$ cat config.mk
export PLATFORM = sky130hd
export DESIGN_NAME = rmvg_front
export DESIGN_NICKNAME = d
export VERILOG_FILES = /design/src/hdl/rmvg_pkg.sv /design/src/hdl/rmvg_front.sv
export SDC_FILE = /design/constraint.sdc
export NUM_CORES = 1
export LEC_CHECK = 0
export BUFFER_PORTS_ARGS = -buffer_cell sky130_fd_sc_hd__buf_4
export CORE_ASPECT_RATIO = 0.9
export CORE_MARGIN = 2
export CORE_UTILIZATION = 45
export CTS_BUF_LIST = sky130_fd_sc_hd__clkbuf_8
export CTS_CLUSTER_SIZE = 12
export DETAILED_ROUTE_END_ITERATION = 10
export PLACE_DENSITY = 0.67
export SLEW_MARGIN = 0
export SYNTH_ARGS = -nofsm -noshare
export SYNTH_HDL_FRONTEND = slang
export SYNTH_SLANG_ARGS = --single-unit
$ cat constraint.sdc
create_clock -name clk_i -period 8.65 [get_ports clk_i]
set_clock_uncertainty 0.05 [all_clocks]
set_input_delay 2.595 -clock clk_i [delete_from_list [all_inputs] [get_ports clk_i]]
set_output_delay 2.595 -clock clk_i [all_outputs]
set_load 0.005 [all_outputs]
$ cat src/hdl/rmvg_pkg.sv
// ----------------------------------------------------------------------------
// rmvg_pkg
// Shared types and constants of the ray marched visibility grid.
// ----------------------------------------------------------------------------
package rmvg_pkg;

  typedef enum logic [1:0] {
    OP_START    = 2'd0,
    OP_RAY      = 2'd1,
    OP_READ_VIS = 2'd2,
    OP_READ_EXP = 2'd3
  } op_e;

  typedef enum logic [3:0] {
    ST_CLEAR,
    ST_CENTER,
    ST_IDLE,
    ST_START_RR,
    ST_READ,
    ST_TRIG,
    ST_M_ADDR,
    ST_M_DIV,
    ST_M_WR
  } state_e;

  typedef struct packed {
    op_e                op;
    logic signed [19:0] pos_x;
    logic signed [19:0] pos_y;
    logic [18:0]        radius;
    logic [15:0]        phase;
    logic               hit;
    logic [18:0]        hit_dist;
  } cmd_t;

  localparam int QDEPTH = 2;
  localparam int IN_DATA_W = 88;
  localparam int OUT_DATA_W = 16;

  localparam logic signed [16:0] POLY_C0 = 17'sd77;
  localparam logic signed [16:0] POLY_C1 = 17'sd1306;
  localparam logic signed [16:0] POLY_C2 = 17'sd10583;
  localparam logic signed [16:0] POLY_C3 = 17'sd25736;
  localparam logic signed [16:0] Q14_ONE = 17'sd16384;
  localparam logic [7:0] LEVEL_MAX = 8'd255;
  localparam logic [7:0] FLOOR_RESET = 8'd77;

endpackage

$ cat src/hdl/rmvg_front.sv
// ----------------------------------------------------------------------------
// rmvg_front
// Accepts items, decodes fields and ray phase, and queues commands.
// ----------------------------------------------------------------------------
module rmvg_front #(
  parameter int RAYS = 180
) (
  input  logic                           clk_i,
  input  logic                           rst_ni,
  input  logic                           s_axis_tvalid_i,
  output logic                           s_axis_tready_o,
  input  logic [rmvg_pkg::IN_DATA_W-1:0] s_axis_tdata_i,
  input  logic [1:0]                     s_axis_tuser_i,
  input  logic                           hold_i,
  output logic                           cmd_valid_o,
  output rmvg_pkg::cmd_t                 cmd_o,
  input  logic                           cmd_pop_i
);

  localparam int PW = $clog2(rmvg_pkg::QDEPTH);
  localparam int CNTW = $clog2(rmvg_pkg::QDEPTH + 1);

  logic [15:0] phase_tab [256];

  for (genvar g = 0; g < 256; g++) begin : g_phase
    assign phase_tab[g] = 16'((g * 65536) / RAYS);
  end

  rmvg_pkg::cmd_t queue_q [rmvg_pkg::QDEPTH];
  rmvg_pkg::cmd_t cmd_in;
  logic [PW-1:0]   wr_ptr_q, wr_ptr_d, rd_ptr_q, rd_ptr_d;
  logic [CNTW-1:0] count_q, count_d;
  logic            push, pop;

  always_comb begin
    cmd_in.op       = rmvg_pkg::op_e'(s_axis_tuser_i);
    cmd_in.pos_x    = $signed(s_axis_tdata_i[19:0]);
    cmd_in.pos_y    = $signed(s_axis_tdata_i[39:20]);
    cmd_in.radius   = s_axis_tdata_i[58:40];
    cmd_in.phase    = phase_tab[s_axis_tdata_i[66:59]];
    cmd_in.hit      = s_axis_tdata_i[67];
    cmd_in.hit_dist = s_axis_tdata_i[86:68];
  end

  assign s_axis_tready_o = (count_q != CNTW'(rmvg_pkg::QDEPTH)) && !hold_i;
  assign push = s_axis_tvalid_i && s_axis_tready_o;
  assign pop  = cmd_pop_i && (count_q != '0);

  always_comb begin
    wr_ptr_d = wr_ptr_q;
    rd_ptr_d = rd_ptr_q;
    count_d  = count_q;
    if (push) begin
      wr_ptr_d = (wr_ptr_q == PW'(rmvg_pkg::QDEPTH - 1)) ? '0 : wr_ptr_q + 1'b1;
    end
    if (pop) begin
      rd_ptr_d = (rd_ptr_q == PW'(rmvg_pkg::QDEPTH - 1)) ? '0 : rd_ptr_q + 1'b1;
    end
    if (push && !pop) begin
      count_d = count_q + 1'b1;
    end else if (pop && !push) begin
      count_d = count_q - 1'b1;
    end
  end

  always_ff @(posedge clk_i or negedge rst_ni) begin
    if (!rst_ni) begin
      wr_ptr_q <= '0;
      rd_ptr_q <= '0;
      count_q  <= '0;
    end else begin
      wr_ptr_q <= wr_ptr_d;
      rd_ptr_q <= rd_ptr_d;
      count_q  <= count_d;
    end
  end

  always_ff @(posedge clk_i) begin
    if (push) begin
      queue_q[wr_ptr_q] <= cmd_in;
    end
  end

  assign cmd_valid_o = (count_q != '0);
  assign cmd_o       = queue_q[rd_ptr_q];

endmodule

==> results of run 1 <==
-- cells in the final DEF, fill, tap and decap left out, drive strengths merged, types with 6 or more instances in the layout --
cell / count
buf: 198
edfxtp: 190
mux2: 99
o21ai: 67
nor2: 61
a21oi: 51
nand2: 49
nand2b: 20
inv: 18
clkbuf: 17
a31oi: 15
nor3: 14
ha: 14
mux4: 13
nor2b: 10
a211oi: 10
clkinv: 10
o22ai: 9
nand3: 9
a311oi: 8
a2111oi: 8
and2: 7
mux2i: 6
o211ai: 6
o311ai: 6
-- worst max-delay path, delay by kind of cell --
kind,cells,cell delay [ps]
buffers and inverters,2,270
AO/OA/AOI/OAI,1,200
-- Yosys cell counts (4+ instances only) --
master	n	share of area, %
o21ai_1	5	0.24
o31ai_1	5	0.37
a311oi_1	8	0.68
nor3_1	14	0.68
a221oi_1	5	0.43
o311ai_0	4	0.34
inv_1	8	0.29
a31oi_1	15	0.91
mux4_2	13	2.8
o21a_1	4	0.29
and2_1	5	0.30
mux2_2	99	11
buf_4	6	0.44
clkbuf_1	36	1.3
a2111oi_0	7	0.60
or2_2	5	0.30
nor2b_1	10	0.61
ha_1	14	1.7
dfrtp_1	4	0.97
buf_1	6	0.22
nand2b_1	19	1.2
buf_2	19	0.93
o22ai_1	9	0.55
mux2i_1	6	0.58
xnor2_1	4	0.34
a21oi_1	51	2.5
nand3_1	9	0.44
o211ai_1	6	0.44
nor2_1	61	2.2
nand2_1	47	1.7
o21ai_0	62	3.0
and3_1	5	0.30
a211oi_1	10	0.73
edfxtp_1	190	56
a211o_1	4	0.34
-- registers in the layout, indices dropped and copies added, names as in the netlist --
name	count
queue_q	190
rd_ptr_q	1
wr_ptr_q	1
count_q	2
-- power breakdown --
part | internal [mW] | switching (mW) | leakage (nW)
clock | 0.225 | 0.369 | 0.210
sequential | 1.17 | 0.0564 | 1.78
combinational | 0.491 | 0.442 | 2.45
total | 1.89 | 0.867 | 4.44
-- cell type report --
class                   instances  share of cell area (%)
flip-flops and latches        194                    47.5
clock inverters                15                    1.49
inverters                      13                   0.399
well taps                     297                    3.04
clock buffers                  17                    1.91
repair buffers                198                    12.2
multi-input cells             554                    33.5
-- routing by layer --
| metal | vias up | routed length, um | part of all wire [%] | global-route usage [%] |
|---|---|---|---|---|
| li1 | 3495 | - | - | - |
| met1 | 3713 | 11700 | 42 | 30.8 |
| met2 | 407 | 13000 | 47 | 35.9 |
| met3 | 28 | 2640 | 9.5 | 5.86 |
| met4 | 0 | 468 | 1.7 | 6.28 |
| met5 | - | 0 | 0 | 0 |
-- worst max path at each step --
stage / from / end / slack (ps) / cells past startpoint
finish: hold_i / s_axis_tready_o / 2940 / 3
global route: hold_i / s_axis_tready_o / 2910 / 3
CTS: hold_i / s_axis_tready_o / 2930 / 3
detailed placement: s_axis_tdata_i[62] / queue_q[1][31] / 2710 / 8
global placement: s_axis_tdata_i[60] / queue_q[0][28] / 2680 / 9
floorplan: hold_i / queue_q[0][0] / 1150 / 3
-- through the flow --
step	worst slack [ps]	std cells	instance area (um2)	hold WS (ps)	power, mW
floorplan	1150	832	10300	405	1.77
global placement	2680	1256	11800	429	2.18
detailed placement	2710	1256	11800	429	2.19
CTS	2930	1288	12200	445	2.78
global route	2910	1288	12200	464	2.89
finish	2940	1288	12200	444	2.76
-- logic make-up after synthesis --
kind of cell / after synthesis / synth area share [%]
simple gates: 187 / 8.64
buf+inv: 84 / 3.85
mux: 118 / 14.3
flops: 194 / 56.5
fa+ha+maj: 14 / 1.70
xor+xnor: 8 / 0.755
compound gates: 227 / 14.3
==> metrics.md, run 1 <==
| Metric | Value |
|---|---|
| Min-Delay Endpoint | count_q[1] |
| Outcome | complete, no violations |
| Max Cap Viol | 0 |
| GRT Overall Usage | a little under a quarter |
| Final Cycle Share | 66.0% |
| Multi-input gate area | 4090 um2 |
| Final Util | 54.5% |
| EDFF count, synth | 190 |
| Synth Register Bits | 194 |
| Core region area | 22,400 um2 |
| Vias per cell | ~5.9 |
| Final hold vios | 0 |
| CP Launch Type | input pin |
| RR Startpoint | count_q[0] |
| Worst min-delay path startpoint | count_q[1] |
| I/O Buffers | between 150 and 200 |
| Fmax | ~0.18 GHz |
| Via Count | approximately 7,600 |
| Power Density | approximately 230 nW/um2 |
| Worst skew pair latency | 480 ps |
| Yosys cell types | 71 |
| Critical path class | in -> out |
| Worst R2R End | queue_q[1][55] |
| CP endpoint kind | output port |
| CTS tree | done |
| Initial detailed-routing violation count | 855 |
| FILL cells | just under 2,000 |
| Routed len/inst | 21.6 um |
| TritonRoute pass-1 iters | 6 |
| Setup repair bufs after CTS | 0 |
| I/O pin count | 194 |
| Post-synthesis cell area | a little over 10,000 um2 |
| Max VDD drop | 0.172 mV |
| RSZ-0062 raised after global routing | no |
| Slew at the pin closest to its max-slew limit | 914 ps |
| CP Max Fanout | 3 |
| WL final | 27,800 um |
| DRC violations left | 0 |
| Root Driver | clkbuf_8 |
| Clock sinks | just under 200 |
| Chip height | 147 um |
| Crit path DAT | a little over 3000 ps |
| Synthesized Nets | 941 |
| H-tree Lvls | 4 |
| Initial Util | a little under half |
| Slew Limit Fails | 0 |
| Share of cells above drive strength 1 | 36.1% |
| Initial antenna violation count | 0 |
| Post-CTS sizing | 0 |
| Seq/Total Area, Yosys | a little under three fifths |
| Crit path largest cell delay | 200 ps |
| Slew HR | 39.0% |
| Mean post-synth cell area | 12.4 um2 |
| Die width | about 160 um |
| Crit-path cells | buf_4, a21oi_1, buf_4 |
| Reg-to-reg slack, setup | 6150 ps |
| Largest net degree at the start of global routing | 89 |
| Diode count | 0 |
| Cell count after synthesis | 832 |
| Most used cell, CP | buf_4 |
| First-pass GRT wire length | 41,600 um |
| Clk buf depth | 2 |
| CP required | 6010 ps |
| Post-route ant nets | 0 |
| Cts hold-fix bufs | 0 |
| Leakage Power | about 4.4 nW |
| Final nets | 1,087 |
| Crit path max-delay cell type | a21oi_1 |
| Post-synth ARST share | 2.06% |
| Cell row count | 52 |
| RD Place Congestion | between 0.9 and 1 |
| Post-layout min period | between 5000 and 6000 ps |
| Detail Placement HPWL | 18,500 um |
| HP Class | reg -> reg |
| DIE AREA | 24,100 um2 |
| Area growth syn-to-layout | 18.9% |
| Clk pin slew, worst setup/hold paths | 120 ps |
| Final setup viols | 0 |
| Vias in the first global route | 7,208 |
| Fin Setup TNS | 0 ps |
| Main synth FF type | edfxtp_1 |
| YS warnings | 0 |
| Reg area | about 5800 um2 |
| CTS Buf Count | 17 |
| Hold path cells | 1 |
| Reg2Reg Depth | 4 |
| Gr ovfl total | 0 |
Power figures use the tool's default switching activity.
==> inputs of run 2 (changes only) <==
Clock period 8.65 ns to 5.7 ns, I/O delays scaled along.
==> metrics.md, run 2 (same netlist as run 1, synthesis figures left out) <==
| Metric | Value |
|---|---|
| FILL cells | 1,977 (+1.9%) |
| Power Density | 342 nW/um2 (+52%) |
| Slew at the pin closest to its max-slew limit | 919 ps (+4.64 ps) |
| Crit path DAT | 4540 ps (+1480 ps) |
| Root Driver | clkbuf_8 |
| DRC violations left | 0 (unchanged) |
| Largest regs | queue_q: 190 flops, count_q: 2 flops |
| CTS tree | done |
| CP required | 5910 ps (-100 ps) |
| H-tree Lvls | 4 (unchanged) |
| CP Max Fanout | 28 (+25) |
| Fin area | 12,300 um2 (+0.48%) |
| Reg2Reg Depth | 4 (unchanged) |
| Largest net degree at the start of global routing | 89 (unchanged) |
| DIE AREA | 24,100 um2 (unchanged) |
| Chip height | 147 um (unchanged) |
| Max VDD drop | 0.228 mV (+33%) |
| Final Cycle Share | 75.9% |
| Routed len/inst | 21.2 um (-1.9%) |
| Slew Limit Fails | 0 (unchanged) |
| Cell Area, Placed | 11,900 um2 (+0.44%) |
| WL final | 27,400 um (-1.4%) |
| Max Cap Viol | 0 (unchanged) |
| Most frequent cells in the layout | buf_4, edfxtp_1, mux2_2 |
| I/O Buffers | 192 (unchanged) |
| Max FFs per register | 190 (unchanged) |
| Worst skew pair latency | 460 ps (-20 ps) |
| Setup repair bufs after CTS | 0 (unchanged) |
| Slew HR | 38.7% (-0.31 points) |
| CTS Buf Count | 17 (unchanged) |
| HP Class | reg -> reg |
| Clk pin slew, worst setup/hold paths | 110 ps (about the same) |
| Critical path class | in -> reg |
| Post-layout min period | 4330 ps |
| Post-route ant nets | 0 (unchanged) |
| Die width | 163 um (unchanged) |
| Clock sinks | 194 (unchanged) |
| Reg-to-reg slack, setup | 3420 ps (-2730 ps) |
| Final nets | 1,094 (+0.64%) |
| Commonest non-fill, non-tap cell in the layout | buf_4 |
| Post-CTS sizing | 0 (unchanged) |
| RD Place Congestion | 0.952 (+1.3%) |
| RR Startpoint | count_q[0] |
| Cell row count | 52 (unchanged) |
| Fmax | 0.231 GHz |
| Leakage Power | 4.48 nW (+0.84%) |
| Critical Path End | queue_q[0][29] |
| First-pass GRT wire length | 41,400 um (-0.41%) |
| Worst setup startpoint | s_axis_tdata_i[60] |
| Final hold vios | 0 (unchanged) |
| Vias in the first global route | 7,267 (+0.82%) |
| Pwr Total | 4.20 mW (+52%) |
| Core region area | 22,400 um2 (unchanged) |
| RSZ-0062 raised after global routing | no |
| CP endpoint kind | flop |
| CP Launch Type | input pin |
| Fin Hold WS | 451 ps (+6.47 ps) |
| Diode count | 0 (unchanged) |
| Reg with most FFs | queue_q |
| Multi-input gate area | 4090 um2 (unchanged) |
| TritonRoute pass-1 iters | 6 (unchanged) |
| Cts hold-fix bufs | 0 (unchanged) |
| I/O pin count | 194 (unchanged) |
| Gr ovfl total | 0 (unchanged) |
| Worst R2R End | queue_q[1][82] |
| Share of cells above drive strength 1 | 36.6% (+0.45 points) |
| Layout Cells excl Fill | 1,295 (+0.54%) |
| Initial antenna violation count | 0 (unchanged) |
| Fin Setup TNS | 0 ps (unchanged) |
| Outcome | complete, no violations |
| Vias per cell | 5.96 (+0.51%) |
| Dpl cells | 1,263 (+0.56%) |
| Worst min-delay path startpoint | count_q[1] |
| Initial Util | 45.8% (unchanged) |
| Initial detailed-routing violation count | 817 (-4.4%) |
| Area growth syn-to-layout | 19.5% |
| Clk buf depth | 2 (unchanged) |
| Detail Placement HPWL | 18,600 um (+0.61%) |
| Via Count | 7,724 (+1.1%) |
| Final setup viols | 0 (unchanged) |
| GRT Overall Usage | 22.4% (-0.23 points) |
| Reg area | 5810 um2 (unchanged) |
run 2: changes by cell type in the layout (fill, tap and decap cells not counted), sizes merged:
cell	previous run	this run
buf	198	205
clkinv	10	6
inv	18	22
run 2: how the worst min path moves through the flow:
stage | to | cells after the start
after global placement | count_q[1] | 1
after CTS | count_q[1] | 1
after global routing | count_q[1] | 1
final | count_q[1] | 1
after detailed placement | count_q[1] | 1
after floorplan | count_q[1] | 1
run 2: cell type report:
cell class,count,share of cell area [%]
well taps,297,3.03
flip-flops and latches,194,47.3
clock buffers,17,1.90
inverters,13,0.397
multi-input cells,554,33.3
repair buffers,205,12.5
clock inverters,15,1.54
run 2: through the flow:
step	util, %	setup WS, ps
2_1_floorplan	-	682
3_3_place_gp	52.8	1070
3_5_place_dp	52.8	1060
4_1_cts	54.7	1460
5_1_grt	54.7	1220
6_report	54.7	1370
run 2: critical path, stage by stage:
cell and delay, ps:
buf_4 280, inv_1 280, ha_1 420, buf_4 240
and2b_1 310, nor2_1 110, mux4_2 500, o311ai_1 290
a31oi_1 80, nor3_1 280
run 2: report_power, final:
part           internal, mW  switching [mW]
Sequential             1.78           0.116
Clock                 0.351           0.563
Combinational         0.751           0.642
run 2: layer usage:
metal / up-vias / wire [um] / global-route usage (%)
met1: 3721 / 11500 / 31.2
met4: 0 / 561 / 6.95
li1: 3518 / - / -
met3: 47 / 2440 / 4.94
met2: 438 / 12900 / 35.1
met5: - / 0 / 0
==> inputs of run 3 (changes only) <==
Settings changed: ABC_AREA set to 1.
Clock period 5.7 ns to 4.1 ns, I/O delays scaled along.
==> metrics.md, run 3 <==
| Metric | Value |
|---|---|
| Final nets | 1,458 (+33%) |
| Largest regs | queue_q: 190 flops, count_q: 2 flops |
| Max Cap Viol | 0 (unchanged) |
| Reg2Reg Depth | 5 (+1) |
| Main synth FF type | edfxtp_1 |
| Top cells by area, synth | edfxtp_1, nand2_1, nand3_1, o21ai_0, nor2_1 |
| CP required | 2820 ps (-3090 ps) |
| RR Startpoint | count_q[0] |
| RD Place Congestion | 0.996 (+4.6%) |
| Commonest non-fill, non-tap cell in the layout | nand2_1 |
| Clock sinks | 194 (unchanged) |
| Outcome | complete, no violations |
| Fin area | 12,200 um2 (-0.38%) |
| Worst min-delay path startpoint | count_q[0] |
| Synth top cells by count | nand2_1, edfxtp_1, nand3_1 |
| CP Launch Type | flop |
| I/O pin count | 194 (unchanged) |
| Root Driver | clkbuf_8 |
| Yosys cell types | 35 (-51%) |
| Crit path largest cell delay | 730 ps (+230 ps) |
| Via Count | 8,697 (+13%) |
| Chip height | 146 um (-1.2%) |
| Clk pin slew, worst setup/hold paths | 110 ps (about the same) |
| Post-synthesis cell area | 10,000 um2 (-2.5%) |
| Fmax | 0.289 GHz |
| Clock power frac | 20.3% (-1.4 points) |
| Routed len/inst | 17.9 um (-16%) |
| Post-synth top area share | 56.9% (+1.4 points) |
| Critical path class | reg -> out |
| First-pass GRT wire length | 45,800 um (+11%) |
| CTS Buf Count | 17 (unchanged) |
| Gr ovfl total | 0 (unchanged) |
| Final setup viols | 0 (unchanged) |
| Die width | 161 um (-1.2%) |
| EDFF count, synth | 190 (unchanged) |
| Synth Register Bits | 194 (unchanged) |
| Synthesized Nets | 1,277 (+36%) |
| Fin Hold WS | 434 ps (-17.2 ps) |
| Reg-to-reg slack, setup | 1970 ps (-1450 ps) |
| Dpl cells | 1,621 (+28%) |
| TritonRoute pass-1 iters | 7 (+1) |
| Initial detailed-routing violation count | 939 (+15%) |
| Diode count | 0 (unchanged) |
| Vias per cell | 5.26 (-12%) |
| I/O Buffers | 192 (unchanged) |
| Worst skew pair latency | 470 ps (about the same) |
| Post-route ant nets | 0 (unchanged) |
| Crit-path cells | buf_4, nand2_1, nand2_1, buf_4 |
| Crit path max-delay cell type | buf_4 |
| Area growth syn-to-layout | 22.1% |
| Seq/Total Area, Yosys | 57.9% (+1.4 points) |
| Power Density | 496 nW/um2 (+45%) |
| Max VDD drop | 0.355 mV (+56%) |
| Final Util | 56.2% (+1.5 points) |
| CP endpoint kind | output port |
| Final hold vios | 0 (unchanged) |
| Cts hold-fix bufs | 0 (unchanged) |
| HP Class | reg -> reg |
| Sw power | 2.17 mW (+64%) |
| Layout Cells excl Fill | 1,653 (+28%) |
| Count leader, synth | nand2_1 |
| DIE AREA | 23,500 um2 (-2.4%) |
| CTS tree | done |
| Largest net degree at the start of global routing | 96 (+7.9%) |
| Yosys top cell by area | edfxtp_1 |
| Clk buf depth | 2 (unchanged) |
| Worst setup startpoint | rd_ptr_q |
| Reg with most FFs | queue_q |
| Vias in the first global route | 8,128 (+12%) |
| Gate power share | 38.0% (+4.9 points) |
| Crit path DAT | 2180 ps (-2360 ps) |
| Sequential power share | 41.7% (-3.4 points) |
| Initial antenna violation count | 0 (unchanged) |
| Post-synth ARST share | 2.06% (unchanged) |
| Cell row count | 51 (-1.9%) |
| Post-CTS sizing | 0 (unchanged) |
| Max FFs per register | 190 (unchanged) |
| CP Max Fanout | 95 (+240%) |
| Hold path cells | 1 (unchanged) |
| Setup repair bufs after CTS | 0 (unchanged) |
| Initial Util | 46.1% (+0.27 points) |
| DRC violations left | 0 (unchanged) |
| Slew Limit Fails | 0 (unchanged) |
| Switch share | 35.7% (+4.3 points) |
| Slew HR | 28.0% (-11 points) |
| YS warnings | 0 (unchanged) |
| P_int | 3.91 mW (+35%) |
| Detail Placement HPWL | 20,200 um (+8.9%) |
| RSZ-0062 raised after global routing | no |
| Final Cycle Share | a little over four fifths |
| Most frequent cells in the layout | nand2_1, buf_4, edfxtp_1 |
| Core region area | 21,800 um2 (-3.1%) |
| Cell count after synthesis | 1,168 (+40%) |
| Pwr Total | 6.07 mW (+44%) |
| WL final | 29,600 um (+7.8%) |
| GRT Overall Usage | 25.3% (+2.9 points) |
| Post-layout min period | 3460 ps |
| Mean post-synth cell area | 8.58 um2 (-31%) |
| H-tree Lvls | 4 (unchanged) |
| Leakage Power | 5.54 nW (+24%) |
| Share of cells above drive strength 1 | 19.7% (-17 points) |
| Cell Area, Placed | 11,800 um2 (-0.32%) |
| Slew at the pin closest to its max-slew limit | 1080 ps (+161 ps) |
-- run 3: area by class of cell --
| class | count | area [um2] |
|---|---|---|
| inverter | 52 | 196 |
| tap | 291 | 364 |
| fill | 1959 | 9520 |
| multi-input combinational | 866 | 3750 |
| clock buffer | 17 | 234 |
| sequential | 194 | 5810 |
| timing repair buffer | 218 | 1700 |
| clock inverter | 15 | 180 |
-- run 3: power groups by stage --
stage,Sequential [mW],Combinational [mW],Clock (mW)
after floorplan,2.58,1.14,0
after global placement,2.57,2.33,0
after detailed placement,2.58,2.34,0
after CTS,2.53,2.34,1.27
after global routing,2.55,2.55,1.35
final,2.53,2.31,1.23
-- run 3: routing by layer --
metal,track usage (%),wire length [um],up-vias
met5,0,0,-
met1,34.1,12200,3940
met3,7.67,3120,63
met2,38.8,13500,465
li1,-,-,4229
met4,8.75,724,0
-- run 3: logic make-up after synthesis --
kind of cell,count (synthesis),share of synthesized area (%)
AND/OR/NAND/NOR,747,29.6
flip-flops,194,57.9
buffers and inverters,108,4.79
AO/OA/AOI/OAI,101,5.63
adder cells (fa/ha/maj),14,1.75
XOR/XNOR,4,0.350
-- run 3: through the flow --
stage | TNS [ps] | worst slack, ps
final | 0 | 638
after detailed placement | 0 | 501
after global routing | 0 | 534
after CTS | 0 | 618
after floorplan | -83080 | -437
after global placement | 0 | 516
-- run 3: worst max-delay path: cells and delay by family, from the launching register on --
| kind | cells | cell delay [ps] |
|---|---|---|
| flip-flops | 1 | 420 |
| buffers and inverters | 2 | 870 |
| AND/OR/NAND/NOR | 2 | 290 |
-- run 3: worst paths after layout --
path,end
max in group asynchronous,rd_ptr_q
min in group asynchronous,count_q[0]
max,cmd_o[33]
max reg2reg,queue_q[0][30]
min,count_q[0]
min reg2reg,count_q[0]
